`src/rtl/assert_macros.svh`:
```
// ----------------------------------------------------------------------------
// Assertion macros
// Shared concurrent assertion forms for the recall unit.
// ----------------------------------------------------------------------------
`ifndef ASSERT_MACROS_SVH
`define ASSERT_MACROS_SVH

// property must hold at every rising clock edge outside reset
`define STNR_ASSERT(name, clk, rst_n, prop) \
  name: assert property (@(posedge clk) disable iff (!rst_n) prop) \
    else $error("assertion failed");

// condition must never be true outside reset
`define STNR_NEVER(name, clk, rst_n, cond) \
  name: assert property (@(posedge clk) disable iff (!rst_n) !(cond)) \
    else $error("forbidden condition seen");

`endif

```
`src/rtl/stnr_pkg.sv`:
```
// ----------------------------------------------------------------------------
// stnr_pkg
// Types, constants and helpers shared by the story table recall unit.
// ----------------------------------------------------------------------------
package stnr_pkg;

  localparam int MAX_ENTRIES      = 64;
  localparam int VECTOR_DIM       = 4;
  localparam int IDX_W            = $clog2(MAX_ENTRIES);
  localparam int CNT_W            = IDX_W + 1;
  localparam int COMP_W           = (VECTOR_DIM > 1) ? $clog2(VECTOR_DIM) : 1;
  localparam int COMP_BITS        = 16;
  localparam int DIST_W           = 2 * COMP_BITS + 2;
  localparam int STAMP_W          = 32;
  localparam int RATE_W           = 16;
  localparam int ID_W             = 7;
  localparam int WANT_W           = 7;
  localparam logic [RATE_W-1:0]  DEFAULT_RATE     = 16'd410;
  localparam logic [31:0]        FADE_LIMIT_RESET = 32'd18863;

  typedef enum logic [1:0] {
    ACT_STORE   = 2'd0,
    ACT_DERIVED = 2'd1,
    ACT_DECAY   = 2'd2,
    ACT_RECALL  = 2'd3
  } stnr_action_e;

  typedef enum logic [3:0] {
    S_IDLE,
    S_DISP,
    S_PRD,
    S_SWR,
    S_DRD,
    S_DMUL,
    S_DWR,
    S_VRD,
    S_VSQ,
    S_VACC,
    S_VWR,
    S_SCHK,
    S_SRD,
    S_SCMP,
    S_SEMIT,
    S_NONE
  } stnr_state_e;

  typedef struct packed {
    logic [1:0]              action;
    logic signed [15:0]      vec_0;
    logic signed [15:0]      vec_1;
    logic signed [15:0]      vec_2;
    logic signed [15:0]      vec_3;
    logic [STAMP_W-1:0]      time_value;
    logic [RATE_W-1:0]       fade_rate;
    logic [ID_W-1:0]         parent_ref;
    logic [WANT_W-1:0]       neighbours_wanted;
  } stnr_req_t;

  typedef struct packed {
    logic [ID_W-1:0] entry_id;
    logic            found;
    logic            last_item;
  } stnr_rsp_t;

  typedef struct packed {
    logic load;
    logic clr_idx;
    logic inc_idx;
    logic prd;
    logic swr;
    logic dmul;
    logic dwr;
    logic recall_init;
    logic vrd;
    logic vsq;
    logic vacc;
    logic vwr;
    logic sel_start;
    logic scmp;
    logic semit;
    logic emit_none;
  } stnr_cmd_t;

  typedef struct packed {
    stnr_action_e action;
    logic         full;
    logic         count_zero;
    logic         idx_last;
    logic         comp_last;
    logic         total_zero;
    logic         sel_last;
  } stnr_status_t;

  function automatic logic [COMP_BITS-1:0] req_vec(input stnr_req_t r, input logic [1:0] d);
    logic [COMP_BITS-1:0] v;
    case (d)
      2'd0:    v = r.vec_0;
      2'd1:    v = r.vec_1;
      2'd2:    v = r.vec_2;
      default: v = r.vec_3;
    endcase
    return v;
  endfunction

endpackage

```
`src/rtl/stnr_ctrl.sv`:
```
// ----------------------------------------------------------------------------
// stnr_ctrl
// Sequencer for store, decay sweep, distance sweep and nearest selection.
// ----------------------------------------------------------------------------
module stnr_ctrl import stnr_pkg::*; (
  input  logic         clk_i,
  input  logic         rst_ni,
  input  logic         start,
  input  stnr_status_t status_i,
  output stnr_cmd_t    cmd_o,
  output logic         busy
);

  stnr_state_e state_q, state_d;

  always_ff @(posedge clk_i or negedge rst_ni) begin
    if (!rst_ni) begin
      state_q <= S_IDLE;
    end else begin
      state_q <= state_d;
    end
  end

  always_comb begin
    state_d = state_q;
    case (state_q)
      S_IDLE:  if (start) state_d = S_DISP;
      S_DISP: begin
        case (status_i.action)
          ACT_STORE:   state_d = status_i.full ? S_NONE : S_SWR;
          ACT_DERIVED: state_d = status_i.full ? S_NONE : S_PRD;
          ACT_DECAY:   state_d = status_i.count_zero ? S_NONE : S_DRD;
          default:     state_d = status_i.count_zero ? S_NONE : S_VRD;
        endcase
      end
      S_PRD:   state_d = S_SWR;
      S_SWR:   state_d = S_IDLE;
      S_DRD:   state_d = S_DMUL;
      S_DMUL:  state_d = S_DWR;
      S_DWR:   state_d = status_i.idx_last ? S_NONE : S_DRD;
      S_VRD:   state_d = S_VSQ;
      S_VSQ:   state_d = S_VACC;
      S_VACC:  state_d = status_i.comp_last ? S_VWR : S_VSQ;
      S_VWR:   state_d = status_i.idx_last ? S_SCHK : S_VRD;
      S_SCHK:  state_d = status_i.total_zero ? S_NONE : S_SRD;
      S_SRD:   state_d = S_SCMP;
      S_SCMP:  state_d = status_i.idx_last ? S_SEMIT : S_SRD;
      S_SEMIT: state_d = status_i.sel_last ? S_IDLE : S_SRD;
      S_NONE:  state_d = S_IDLE;
      default: state_d = S_IDLE;
    endcase
  end

  always_comb begin
    cmd_o = '0;
    case (state_q)
      S_IDLE:  cmd_o.load = start;
      S_DISP: begin
        cmd_o.clr_idx     = 1'b1;
        cmd_o.recall_init = (status_i.action == ACT_RECALL);
      end
      S_PRD:   cmd_o.prd = 1'b1;
      S_SWR:   cmd_o.swr = 1'b1;
      S_DMUL:  cmd_o.dmul = 1'b1;
      S_DWR: begin
        cmd_o.dwr     = 1'b1;
        cmd_o.inc_idx = !status_i.idx_last;
      end
      S_VRD:   cmd_o.vrd = 1'b1;
      S_VSQ:   cmd_o.vsq = 1'b1;
      S_VACC:  cmd_o.vacc = 1'b1;
      S_VWR: begin
        cmd_o.vwr     = 1'b1;
        cmd_o.inc_idx = !status_i.idx_last;
      end
      S_SCHK: begin
        cmd_o.clr_idx   = 1'b1;
        cmd_o.sel_start = 1'b1;
      end
      S_SCMP: begin
        cmd_o.scmp    = 1'b1;
        cmd_o.inc_idx = !status_i.idx_last;
      end
      S_SEMIT: begin
        cmd_o.semit     = 1'b1;
        cmd_o.clr_idx   = 1'b1;
        cmd_o.sel_start = 1'b1;
      end
      S_NONE:  cmd_o.emit_none = 1'b1;
      default: cmd_o = '0;
    endcase
  end

  assign busy = (state_q != S_IDLE);

endmodule

```
`config.mk`:
```
export PLATFORM = sky130hd
export DESIGN_NAME = stnr_ctrl
export DESIGN_NICKNAME = d
export VERILOG_FILES = /design/src/rtl/assert_macros.svh /design/src/rtl/stnr_pkg.sv /design/src/rtl/stnr_ctrl.sv
export SDC_FILE = /design/constraint.sdc
export NUM_CORES = 1
export LEC_CHECK = 0
export ABC_CLOCK_PERIOD_IN_PS = 2900
export BUFFER_PORTS_ARGS = -buffer_cell sky130_fd_sc_hd__buf_2
export CORE_AREA = 4 4 41 43
export CTS_BUF_LIST = sky130_fd_sc_hd__clkbuf_4 sky130_fd_sc_hd__clkbuf_8 sky130_fd_sc_hd__clkbuf_16
export CTS_CLUSTER_DIAMETER = 120
export DETAILED_ROUTE_END_ITERATION = 8
export DIE_AREA = 0 0 45 47
export PLACE_DENSITY = 0.72
export SLEW_MARGIN = 20
export SYNTH_ARGS = -nofsm -noshare
export SYNTH_HDL_FRONTEND = slang
export SYNTH_SLANG_ARGS = --single-unit
export TNS_END_PERCENT = 1
```
`constraint.sdc`:
```
create_clock -name clk_i -period 2.9 [get_ports clk_i]
set_input_delay 0.145 -clock clk_i [delete_from_list [all_inputs] [get_ports clk_i]]
set_output_delay 0.145 -clock clk_i [all_outputs]
set_load 0.1 [all_outputs]
```
==> results.sh <==
export IMPL_final_antenna_net_count=0
export IMPL_slowest_stage="or4b_1"
export IMPL_grt_max_degree=19
export IMPL_dp_cells=104
export IMPL_grt_util_met1_pct=17.0
export IMPL_globalRouteTotalUtil_pct=13.2
export IMPL_rsz0062_at_grt="false"
export IMPL_rr_startpoint="state_q[1]$_DFFE_PN0P_"
export IMPL_instances_no_fill=108
export IMPL_cts_resized=0
export IMPL_first_pass_iters=4
export IMPL_drive_gt1_share_pct=35.5
export IMPL_synth_top_cell_area_share_pct=21.2
export IMPL_rows=13
export IMPL_drv_slew=0
export IMPL_synth_area_leaders="dfrtp_1 (21%), nor2_1 (8.7%), nand2b_1 (7.9%), a21oi_1 (5.3%), inv_1 (4.8%)"
export IMPL_tightest_slew_ns=0.487
export IMPL_final_min_clock_period_ns=2.15
export IMPL_reg2reg_to="state_q[0]$_DFFE_PN0P_"
export IMPL_rr_worst_depth=3
export IMPL_largest_registers="state_q (4)"
export IMPL_synth_warnings=0
export IMPL_min_path_type="in -> reg"
export IMPL_grt_pass1_wl_mm=2.06
export IMPL_synth_ff_type="dfrtp_1"
export IMPL_drcViolationCount=0
export IMPL_worstSetupEndpointType="primary output"
export IMPL_fin_util_pct=48.7
export IMPL_antenna_cells=0
export IMPL_skew_ns=0.000534
export IMPL_final_setup_worst_slack_ns=0.750
export IMPL_ys_types=31
export IMPL_syn_cell_area_sq_um=473
export IMPL_cp_required_ns=2.76
export IMPL_wl_mm=1.25
export IMPL_grt_use_met2_pct=20.9
export IMPL_maxCapViolations=0
export IMPL_cts_sink_count=4
export IMPL_fp_dieH_um=47
export IMPL_crit_chain="or4b_1 > nor2_1 > buf_2"
export IMPL_yosysMostFrequentCell="nor2_1"
export IMPL_dpl_hpwl_um=981
export IMPL_clk_latency_ns=0.23
export IMPL_cts_tree="built"
export IMPL_r2r_slack_ns=1.26
export IMPL_clock_path_buffers=2
export IMPL_grt_overflow=0
export IMPL_max_freq_ghz=0.465
export IMPL_start_util_pct=36.3
export IMPL_postCtsSetupBuffers=0
export IMPL_dr_first_iter_drc_count=14
export IMPL_vias=565
export IMPL_finalCritPeriodShare_pct=74.1
export IMPL_critPathKind="reg -> out"
export IMPL_crit_arrival_ns=2.00
export IMPL_seqCellArea_sq_um=100
export IMPL_status="complete, no violations"
export IMPL_yosys_register_bits=4
export IMPL_coreArea_sq_um=1300
export IMPL_fin_nets=106
export IMPL_vias_per_cell=5.23
export IMPL_synth_commonest_cells="nor2_1 (11), inv_1 (6), nand2b_1 (6), a21oi_1 (5), nand2_1 (5)"
export IMPL_area_delta_synth_final_pct=33.9
export IMPL_cts_clk_slew_worst_paths_ns=0.04
export IMPL_cp_slowest_stage_delay_ns=0.69
export IMPL_pin_count=28
export IMPL_cts_made_buffers=3
export IMPL_critPathCapture="cmd_o[8]"
export IMPL_place_ws_ns=1.02
export IMPL_holdBufCountCts=1
export IMPL_place_congestion=0.731
export IMPL_hold_violations=0
export IMPL_setup_viol=0
export IMPL_filler_cell_count=143
export IMPL_top_register="state_q"
export IMPL_critPathLaunch="state_q[1]$_DFFE_PN0P_"
export IMPL_dieWidth_um=45
export IMPL_relSlewSlack_pct=67.7
export IMPL_ys_seq_area_share_pct=21.2
export IMPL_antenna_found_initial=0
export IMPL_setup_tns_ns=0
export IMPL_syn_avg_cell_area_sq_um=6.96
export IMPL_syn_inst=68
export IMPL_crit_fanout=15
export IMPL_gr_max_usage_layer="met2"
export IMPL_grtUsageMet3_pct=4.98
export IMPL_worstSetupStartpointType="flip-flop"
export IMPL_multi_input_area_sq_um=324
export IMPL_wl_per_cell_um=11.6
export IMPL_die_area_sq_um=2120
export IMPL_async_reset_ff_share_pct=100
export IMPL_largest_reg_flops=4
export IMPL_htreeDepth=1
export IMPL_synth_edf_count=0
export IMPL_synth_area_leader_cell="dfrtp_1"
export IMPL_clock_root_buffer="clkbuf_4"
export IMPL_port_buffers=27
export IMPL_grt_pass1_vias=507
export IMPL_syn_num_nets=79
-- worst min-delay path by stage --
stage / startpoint / endpoint / cells past startpoint
6_report: start / state_q[0]$_DFFE_PN0P_ / 2
5_1_grt: start / state_q[0]$_DFFE_PN0P_ / 2
4_1_cts: start / state_q[0]$_DFFE_PN0P_ / 2
3_5_place_dp: rst_ni / state_q[2]$_DFFE_PN0P_ / 1
3_3_place_gp: rst_ni / state_q[1]$_DFFE_PN0P_ / 1
2_1_floorplan: rst_ni / state_q[0]$_DFFE_PN0P_ / 0
-- worst max-delay path, delay by kind of cell (launching register included) --
kind | cells | cell delay, ns
AND/OR/NAND/NOR | 2 | 0.83
flip-flops | 1 | 0.51
buffers and inverters | 1 | 0.43
-- cell usage in the layout, fill, tap and decap left out, drive strengths merged --
cell / instances
xor2: 1
dfrtp: 4
or2: 1
a21oi: 5
o22a: 1
a211oi: 2
nor2: 11
nor3b: 2
o21a: 1
buf: 27
and3b: 1
a21boi: 1
clkbuf: 3
o221ai: 1
o2111a: 1
o32a: 1
nand2: 5
a221o: 1
nand2b: 6
o21ai: 1
mux2i: 1
a21o: 1
dlygate4sd3: 1
o32ai: 1
inv: 6
or4: 1
nand3: 2
nor3: 3
or4b: 1
-- area by class of cell --
class                   count  share of cell area [%]
multi-input cells          52                    51.2
well taps                  15                    2.96
repair buffers             28                    22.9
inverters                   6                    3.56
clock buffers               3                    3.56
flip-flops and latches      4                    15.8
-- logic make-up (layout without fill, tap and decap cells) --
logic type,Yosys count,count (layout),synth area share [%]
flops,4,4,21.2
simple gates,33,33,36.0
buf+inv,12,37,11.4
mux,1,1,2.12
compound gates,17,17,27.5
xor+xnor,1,1,1.85
-- routing by layer --
layer  vias to the layer above  part of all wire (%)
met2                        21                    49
met3                         0                   8.1
met4                         0                     0
met5                         -                     0
met1                       253                    43
li1                        291                     -
-- stage by stage --
step | hold WS, ns | instance area (sq um)
5_1_grt | 0.161 | 633
4_1_cts | 0.151 | 633
2_1_floorplan | -0.151 | 478
3_5_place_dp | -0.0437 | 601
3_3_place_gp | -0.0472 | 601
6_report | 0.154 | 633
Power is left out: the tool's default activity adds up to more than one toggle a clock period on the data nets, which glitch-free logic cannot reach.
